[config.mk]
export PLATFORM = sky130hd
export DESIGN_NAME = orthogonal_point_in_polygon_top
export DESIGN_NICKNAME = d
export VERILOG_FILES = /design/src/rtl/opip_pkg.sv /design/src/rtl/orthogonal_point_in_polygon_top.sv
export SDC_FILE = /design/constraint.sdc
export NUM_CORES = 2
export LEC_CHECK = 0
export BUFFER_PORTS_ARGS = -buffer_cell sky130_fd_sc_hd__buf_2
export CAP_MARGIN = 10
export CORE_MARGIN = 2
export CORE_UTILIZATION = 50
export CTS_CLUSTER_SIZE = 24
export DETAILED_ROUTE_END_ITERATION = 16
export HOLD_SLACK_MARGIN = 0.15
export PLACE_DENSITY = 0.69
export SYNTH_ARGS = -nofsm -noshare
export SYNTH_HDL_FRONTEND = slang
export SYNTH_SLANG_ARGS = --single-unit
[constraint.sdc]
create_clock -name clk -period 4.7 [get_ports clk]
set_input_delay 0.235 -clock clk [delete_from_list [all_inputs] [get_ports clk]]
set_output_delay 0.235 -clock clk [all_outputs]
set_load 0.02 [all_outputs]
[src/rtl/opip_pkg.sv]
// ----------------------------------------------------------------------------
// opip_pkg
// Shared constants and types for the orthogonal point-in-polygon block.
// ----------------------------------------------------------------------------
package opip_pkg;

  localparam int MAX_VERTICES = 64;
  localparam int COORD_BITS   = 12;

  localparam int IDX_W  = $clog2(MAX_VERTICES);
  localparam int CNT_W  = $clog2(MAX_VERTICES + 1);
  localparam int STEP_W = $clog2(MAX_VERTICES + 2);
  localparam int VTX_W  = 2 * COORD_BITS;

  typedef logic [COORD_BITS-1:0] coord_t;

  typedef enum logic {
    ACT_LOAD  = 1'b0,
    ACT_QUERY = 1'b1
  } action_t;

  typedef enum logic [1:0] {
    LOC_OUTSIDE  = 2'd0,
    LOC_INSIDE   = 2'd1,
    LOC_BOUNDARY = 2'd2
  } loc_t;

  typedef enum logic [2:0] {
    ST_IDLE,
    ST_HEAD,
    ST_TRIM,
    ST_WALK,
    ST_DRAIN
  } state_t;

endpackage

[src/rtl/orthogonal_point_in_polygon_top.sv]
// ----------------------------------------------------------------------------
// orthogonal_point_in_polygon_top
// Crossing-number point-in-polygon test over a polygon held in vertex RAM.
// ----------------------------------------------------------------------------
// Usage:
//   Input channel: a word is taken at a rising edge with start high and busy
//   low. in_action selects a vertex load or a point query.
//   Loads never raise busy; they write the next RAM entry.
//   A load with in_last_vertex high closes the polygon, so the next load
//   starts a new one. Loads past MAX_VERTICES are dropped, the count holds.
//   A query raises busy and walks the stored ring of edges through the
//   single read port of the vertex RAM: two head reads (first and last
//   vertex, to drop a repeated closing point), then n+2 streamed reads that
//   slide a prev/cur/next window, one edge evaluated per cycle.
//   A query over n effective vertices is paced by the RAM read port,
//   which delivers one vertex a cycle.
//   A query on an empty polygon goes straight to ST_DRAIN and answers outside.
//   Result channel: out_valid pulses for one cycle with out_location
//   (outside, inside or boundary). The receiver cannot stall; busy is low
//   again in the strobe cycle, so the next word may be taken at once.
//   Reset clears the vertex count and arms a new polygon; RAM contents
//   stay undefined and are never read beyond the count.
// ----------------------------------------------------------------------------
module orthogonal_point_in_polygon_top (
  input  logic                           clk,
  input  logic                           rst_n,
  input  logic                           start,
  output logic                           busy,
  input  logic                           in_action,
  input  logic [opip_pkg::COORD_BITS-1:0] in_x_coord,
  input  logic [opip_pkg::COORD_BITS-1:0] in_y_coord,
  input  logic                           in_last_vertex,
  output logic                           out_valid,
  output logic [1:0]                     out_location
);

  // Vertex RAM: {x, y}, one write port (loads), one registered read port.
  logic [opip_pkg::VTX_W-1:0] vtx_mem [opip_pkg::MAX_VERTICES];
  logic [opip_pkg::VTX_W-1:0] rd_q;
  logic [opip_pkg::IDX_W-1:0] rd_addr;
  logic [opip_pkg::IDX_W-1:0] wr_addr;
  logic                       wr_en;

  opip_pkg::state_t state_r, state_nxt;

  logic [opip_pkg::CNT_W-1:0]  count_r, count_nxt;
  logic                        new_poly_r, new_poly_nxt;
  logic [opip_pkg::CNT_W-1:0]  neff_r, neff_nxt;
  logic [opip_pkg::STEP_W-1:0] step_r, step_nxt;
  logic [1:0]                  fill_r, fill_nxt;
  logic                        rd_vld_r, rd_vld_nxt;
  logic                        win_vld_r, win_vld_nxt;
  logic                        par_r, par_nxt;
  logic                        bnd_r, bnd_nxt;
  logic                        out_valid_r, out_valid_nxt;
  opip_pkg::loc_t              loc_r, loc_nxt;

  // Payload registers: query point, first vertex, sliding window.
  opip_pkg::coord_t qx_r, qy_r;
  logic [opip_pkg::VTX_W-1:0] first_r;
  opip_pkg::coord_t px_r, cx_r, cy_r, nx_r, ny_r;

  logic                       accept;
  logic [opip_pkg::CNT_W-1:0] load_base;
  logic [opip_pkg::CNT_W-1:0] neff_calc;
  logic [opip_pkg::STEP_W-1:0] step_m1;
  logic [opip_pkg::STEP_W-1:0] last_step;

  // Edge evaluation on the current window.
  logic between, vert, bnd_edge, cross_a, cross_b, cross_c;

  assign accept = start && !busy;
  assign busy   = (state_r != opip_pkg::ST_IDLE);

  assign load_base = new_poly_r ? '0 : count_r;
  assign wr_en     = accept && (in_action == opip_pkg::ACT_LOAD) &&
                     (load_base < opip_pkg::CNT_W'(opip_pkg::MAX_VERTICES));
  assign wr_addr   = load_base[opip_pkg::IDX_W-1:0];

  // Drop a repeated closing vertex (rd_q holds the last stored vertex here).
  assign neff_calc = ((count_r >= opip_pkg::CNT_W'(2)) && (rd_q == first_r)) ?
                     count_r - opip_pkg::CNT_W'(1) : count_r;

  assign step_m1   = step_r - opip_pkg::STEP_W'(1);
  assign last_step = opip_pkg::STEP_W'(neff_r) + opip_pkg::STEP_W'(1);

  // Read address: head reads, then ring n-1, 0, 1, ..., n-1, 0.
  always_comb begin
    case (state_r)
      opip_pkg::ST_HEAD: rd_addr = opip_pkg::IDX_W'(count_r - opip_pkg::CNT_W'(1));
      opip_pkg::ST_WALK: begin
        if (step_r == '0) begin
          rd_addr = opip_pkg::IDX_W'(neff_r - opip_pkg::CNT_W'(1));
        end else if (step_m1 == opip_pkg::STEP_W'(neff_r)) begin
          rd_addr = '0;
        end else begin
          rd_addr = step_m1[opip_pkg::IDX_W-1:0];
        end
      end
      default: rd_addr = '0;
    endcase
  end

  always_ff @(posedge clk) begin
    if (wr_en) begin
      vtx_mem[wr_addr] <= {in_x_coord, in_y_coord};
    end
    rd_q <= vtx_mem[rd_addr];
  end

  // Edge from cur to next, prev x for the vertex rule.
  always_comb begin
    between  = ((cx_r < qx_r) && (qx_r < nx_r)) || ((cx_r > qx_r) && (qx_r > nx_r));
    vert     = (cx_r == qx_r) && (cy_r <= qy_r);
    bnd_edge = (between && (qy_r == ny_r)) ||
               (vert && (cy_r == qy_r)) ||
               (vert && (nx_r == qx_r) && (qy_r <= ny_r));
    cross_a  = between && (qy_r > ny_r);
    cross_b  = vert && (nx_r != qx_r) && (nx_r > qx_r);
    cross_c  = vert && (px_r > qx_r);
  end

  always_comb begin
    state_nxt     = state_r;
    count_nxt     = count_r;
    new_poly_nxt  = new_poly_r;
    neff_nxt      = neff_r;
    step_nxt      = step_r;
    fill_nxt      = fill_r;
    rd_vld_nxt    = (state_r == opip_pkg::ST_WALK);
    win_vld_nxt   = rd_vld_r && (fill_r >= 2'd2);
    par_nxt       = par_r;
    bnd_nxt       = bnd_r;
    out_valid_nxt = 1'b0;
    loc_nxt       = loc_r;

    // Advance the window fill count on each returned ring read, saturating at 3.
    if (rd_vld_r && (fill_r != 2'd3)) begin
      fill_nxt = fill_r + 2'd1;
    end
    if (win_vld_r) begin
      par_nxt = par_r ^ cross_a ^ cross_b ^ cross_c;
      bnd_nxt = bnd_r | bnd_edge;
    end

    case (state_r)
      opip_pkg::ST_IDLE: begin
        if (accept) begin
          if (in_action == opip_pkg::ACT_LOAD) begin
            count_nxt    = wr_en ? load_base + opip_pkg::CNT_W'(1) : load_base;
            new_poly_nxt = in_last_vertex;
          end else begin
            par_nxt   = 1'b0;
            bnd_nxt   = 1'b0;
            state_nxt = (count_r == '0) ? opip_pkg::ST_DRAIN : opip_pkg::ST_HEAD;
          end
        end
      end
      opip_pkg::ST_HEAD: state_nxt = opip_pkg::ST_TRIM;
      opip_pkg::ST_TRIM: begin
        neff_nxt  = neff_calc;
        step_nxt  = '0;
        fill_nxt  = 2'd0;
        state_nxt = opip_pkg::ST_WALK;
      end
      opip_pkg::ST_WALK: begin
        step_nxt = step_r + opip_pkg::STEP_W'(1);
        if (step_r == last_step) begin
          state_nxt = opip_pkg::ST_DRAIN;
        end
      end
      opip_pkg::ST_DRAIN: begin
        // Hold until the last edge has been folded into the flags.
        if (!rd_vld_r && !win_vld_r) begin
          out_valid_nxt = 1'b1;
          loc_nxt       = bnd_r ? opip_pkg::LOC_BOUNDARY :
                          (par_r ? opip_pkg::LOC_INSIDE : opip_pkg::LOC_OUTSIDE);
          state_nxt     = opip_pkg::ST_IDLE;
        end
      end
      default: state_nxt = opip_pkg::ST_IDLE;
    endcase
  end

  always_ff @(posedge clk) begin
    if (!rst_n) begin
      state_r     <= opip_pkg::ST_IDLE;
      count_r     <= '0;
      new_poly_r  <= 1'b1;
      fill_r      <= 2'd0;
      rd_vld_r    <= 1'b0;
      win_vld_r   <= 1'b0;
      out_valid_r <= 1'b0;
    end else begin
      state_r     <= state_nxt;
      count_r     <= count_nxt;
      new_poly_r  <= new_poly_nxt;
      fill_r      <= fill_nxt;
      rd_vld_r    <= rd_vld_nxt;
      win_vld_r   <= win_vld_nxt;
      out_valid_r <= out_valid_nxt;
    end
  end

  always_ff @(posedge clk) begin
    neff_r <= neff_nxt;
    step_r <= step_nxt;
    par_r  <= par_nxt;
    bnd_r  <= bnd_nxt;
    loc_r  <= loc_nxt;
    if (accept && (in_action == opip_pkg::ACT_QUERY)) begin
      qx_r <= in_x_coord;
      qy_r <= in_y_coord;
    end
    if (state_r == opip_pkg::ST_HEAD) begin
      first_r <= rd_q;
    end
    // Slide the window: prev <- cur <- next <- RAM.
    if (rd_vld_r) begin
      px_r <= cx_r;
      cx_r <= nx_r;
      cy_r <= ny_r;
      nx_r <= rd_q[opip_pkg::VTX_W-1:opip_pkg::COORD_BITS];
      ny_r <= rd_q[opip_pkg::COORD_BITS-1:0];
    end
  end

  assign out_valid    = out_valid_r;
  assign out_location = loc_r;

endmodule

==> results.sh <==
export IMPL_postSynth_asyncResetShare=0
export IMPL_post_synth_num_cell_types=66
export IMPL_ir_drop_v=0.000282
export IMPL_cts_sinks=1702
export IMPL_cellPowerDensity_nw_per_um2=415
export IMPL_dp_final_hpwl_mm=97.9
export IMPL_gr_usage_met1=0.367
export IMPL_drtIter0Drc=4842
export IMPL_routed_via_count=35400
export IMPL_synth_top_cell_area_share=0.751
export IMPL_nets_finish=3935
export IMPL_instance_count_of_the_mapped_netlist=3565
export IMPL_area_growth_syn_to_layout_pct=14.1
export IMPL_max_slew_margin_rel=0.211
export IMPL_routed_length_per_instance_microns=29.3
export IMPL_clock_tree_root_cell="sky130_fd_sc_hd__clkbuf_16"
export IMPL_worstSkewPairLatency_ns=0.82
export IMPL_whs_path_depth=2
export IMPL_maxCapViolations=0
export IMPL_drt_pass1_iter_count=6
export IMPL_global_route_usage_total=0.248
export IMPL_synth_main_ff_cell="sky130_fd_sc_hd__edfxtp_1"
export IMPL_finalCoreUtilization=0.576
export IMPL_die_area_sq_um=136000
export IMPL_ctsLongestPathBuffers=3
export IMPL_post_synthesis_cell_area_sq_um=66400
export IMPL_tritoncts="yes"
export IMPL_synth_net_count=3664
export IMPL_worst_ep_required_time_ns=5.40
export IMPL_synthMostInstantiatedCell="sky130_fd_sc_hd__edfxtp_1"
export IMPL_synth_enable_flop_cells=1660
export IMPL_antenna_violating_nets_post_route=0
export IMPL_min_path_type="input pin to flop"
export IMPL_grt_setup_unrepaired="false"
export IMPL_final_layout_size_suffix_gt1_frac=0.206
export IMPL_gp_routability_congestion=0.868
export IMPL_outcome="completed"
export IMPL_route_detailed_drc=0
export IMPL_list_of_most_frequent_post_synthesis_cells="sky130_fd_sc_hd__edfxtp_1 (1660), sky130_fd_sc_hd__nand2_1 (236), sky130_fd_sc_hd__mux4_2 (230)"
export IMPL_power_leakage_nw=24.1
export IMPL_number_of_global_route_vias_before_repair=34600
export IMPL_core_sq_um=132000
export IMPL_met3_routing_resource_usage_after_global_routing=0.0478
export IMPL_reg_clk_slew_reported_paths_ns=0.06
export IMPL_wire_length_of_the_first_global_routing_pass_mm=242
export IMPL_numCtsBuffers=169
export IMPL_sequential_share_of_the_synthesized_area=0.764
export IMPL_timing_setup_tns_ns=0
export IMPL_synth_warning_count=0
export IMPL_viasPerCell=6.18
export IMPL_antenna_found_initial=10
export IMPL_final_min_clock_period_ns=4.50
export IMPL_start_util=0.504
export IMPL_max_freq_ghz=0.222
export IMPL_met2_usage=0.377
export IMPL_die_width_microns=368
export IMPL_grt_overflow_total=0
export IMPL_globalRoute_busiestLayer="met2"
export IMPL_timing_final_crit_share=0.957
export IMPL_slew_violations=0
export IMPL_worstPathMaxFanout=24
export IMPL_pin_count=33
export IMPL_setup_violations=0
export IMPL_hold_viol=0
export IMPL_die_y_microns=368
export IMPL_regToRegSetupSlack_ns=0.20
export IMPL_n_fill_cell=9527
export IMPL_cell_types_with_the_largest_area_share_after_synthesis="sky130_fd_sc_hd__edfxtp_1 (75%), sky130_fd_sc_hd__mux4_2 (7.8%), sky130_fd_sc_hd__mux2i_1 (3.1%), sky130_fd_sc_hd__a22oi_1 (1.3%), sky130_fd_sc_hd__nand3_1 (1.3%)"
export IMPL_synth_ff_latch_count=1702
export IMPL_worstMarginPinSlew_ns=1.17
export IMPL_timing_worst_setup_path_type="flop to flop"
export IMPL_worst_r2r_cell_count=15
export IMPL_multi_input_comb_area_sq_um=14900
export IMPL_totalWireLength_mm=168
export IMPL_clock_skew_ns=0.0633
export IMPL_std_cell_rows=133
export IMPL_sequential_cell_area_sq_um=50700
export IMPL_startpoint_type="flop"
export IMPL_maximum_number_of_pins_on_one_net_before_global_route_repair=66
export IMPL_synthDominantAreaCellType="sky130_fd_sc_hd__edfxtp_1"
export IMPL_avgSynthCellArea_sq_um=18.6
export IMPL_cp_data_arrival_time_ns=5.20
export IMPL_port_buffers=32
export IMPL_critical_path_endpoint_type="flop"
export IMPL_htree_num_levels=4
==> cell families after synthesis <==
logic type,synth area share
muxes,0.109
DFF,0.764
AOI/OAI and AO/OA,0.0371
xor gates and xnor gates,0.00922
buffers and inverters,0.0166
and+or+nand+nor,0.0509
adders and majority gates,0.0132
==> flip-flops by register name, indices dropped and copies added (netlist names) <==
| register | cells |
|---|---|
| vtx_mem | 1536 |
| first_r | 24 |
| rd_q | 24 |
| cx_r | 12 |
| cy_r | 12 |
| nx_r | 12 |
| ny_r | 12 |
| px_r | 12 |
| qx_r | 12 |
| qy_r | 12 |
| count_r | 7 |
| neff_r | 7 |
| step_r | 7 |
| state_r | 3 |
| fill_r | 2 |
| out_location | 2 |
| bnd_r | 1 |
| new_poly_r | 1 |
| out_valid | 1 |
| par_r | 1 |
| rd_vld_r | 1 |
| win_vld_r | 1 |
==> timing repair <==
item / 4_1_cts / 5_1_grt
resized for setup: 0 / 1
buffers inserted: 0 / 0
hold endpoints to repair: 434 / 0
setup endpoints to repair: 0 / 1
hold buffers: 22 / 0
==> critical path, stage by stage (launching register included) <==
cell and delay [ns]:
sky130_fd_sc_hd__edfxtp_1 0.49, sky130_fd_sc_hd__inv_1 0.13, sky130_fd_sc_hd__ha_1 0.24, sky130_fd_sc_hd__nor3b_4 0.18, sky130_fd_sc_hd__and3_1 0.22, sky130_fd_sc_hd__nor3_1 0.29
sky130_fd_sc_hd__o31a_1 0.43, sky130_fd_sc_hd__o21a_4 0.29, sky130_fd_sc_hd__buf_12 0.22, sky130_fd_sc_hd__buf_12 0.23, sky130_fd_sc_hd__mux2i_1 0.22, sky130_fd_sc_hd__o22ai_1 0.13
sky130_fd_sc_hd__o41ai_1 0.70, sky130_fd_sc_hd__buf_4 0.25, sky130_fd_sc_hd__and3_1 0.25, sky130_fd_sc_hd__nand4_1 0.11
==> area by class of cell <==
class,count,area share
Timing Repair Buffer,278,0.0318
Antenna cell,4,0.000132
Inverter,53,0.00263
Tap cell,1755,0.0290
Multi-Input combinational cell,1632,0.196
Clock inverter,86,0.0119
Clock buffer,218,0.0595
Sequential cell,1702,0.669
==> worst paths after layout <==
kind | end | start
worst min register to register | cy_r[3] | ny_r[3]
worst min-delay path | vtx_mem[28][3] | in_y_coord[3]
worst max register to register | rd_q[2] | step_r[0]
worst max-delay path | rd_q[2] | step_r[0]
==> per-layer routing <==
layer | wire length [microns] | up-vias
met5 | 0 | -
met4 | 4320 | 0
met3 | 16400 | 240
met2 | 77500 | 1812
met1 | 69700 | 18400
li1 | - | 14900
==> metrics by stage <==
step           hold slack [ns]  instances  area, sq um  power [mW]  worst slack, ns
2_1_floorplan            0.324       3565        66400        17.8             1.04
3_3_place_gp             0.434       5398        70100        18.7            0.259
3_5_place_dp             0.436       5398        70100        18.7            0.180
4_1_cts                  0.152       5724        75700        31.6            0.162
5_1_grt                  0.188       5724        75800        32.3           0.0273
6_report                 0.170       5728        75800        31.5            0.202
==> placed cells by master (no fill, tap or decap), types with 26 or more instances in the layout <==
cell type / instances
sky130_fd_sc_hd__dfxtp_1: 41
sky130_fd_sc_hd__nand4_1: 46
sky130_fd_sc_hd__clkinv_1: 31
sky130_fd_sc_hd__nand3_1: 178
sky130_fd_sc_hd__nor2_1: 44
sky130_fd_sc_hd__ha_1: 70
sky130_fd_sc_hd__a22oi_1: 119
sky130_fd_sc_hd__clkinv_2: 26
sky130_fd_sc_hd__inv_1: 52
sky130_fd_sc_hd__buf_4: 196
sky130_fd_sc_hd__nand2_1: 236
sky130_fd_sc_hd__edfxtp_1: 1660
sky130_fd_sc_hd__buf_12: 28
sky130_fd_sc_hd__buf_2: 32
sky130_fd_sc_hd__xor2_1: 31
sky130_fd_sc_hd__xnor2_1: 37
sky130_fd_sc_hd__clkbuf_1: 41
sky130_fd_sc_hd__clkbuf_16: 170
sky130_fd_sc_hd__o22ai_1: 103
sky130_fd_sc_hd__nor2_2: 61
sky130_fd_sc_hd__mux2i_1: 206
sky130_fd_sc_hd__a21oi_1: 29
sky130_fd_sc_hd__and3_1: 56
sky130_fd_sc_hd__mux4_2: 230
==> report_power, final <==
part | switching (mW) | internal (mW) | total [mW]
Clock | 5.68 | 7.42 | 13.1
Sequential | 0.189 | 16.8 | 17.0
Combinational | 0.920 | 0.495 | 1.41
Total | 6.78 | 24.7 | 31.5
Note: power is estimated with default switching activity, not from simulation.
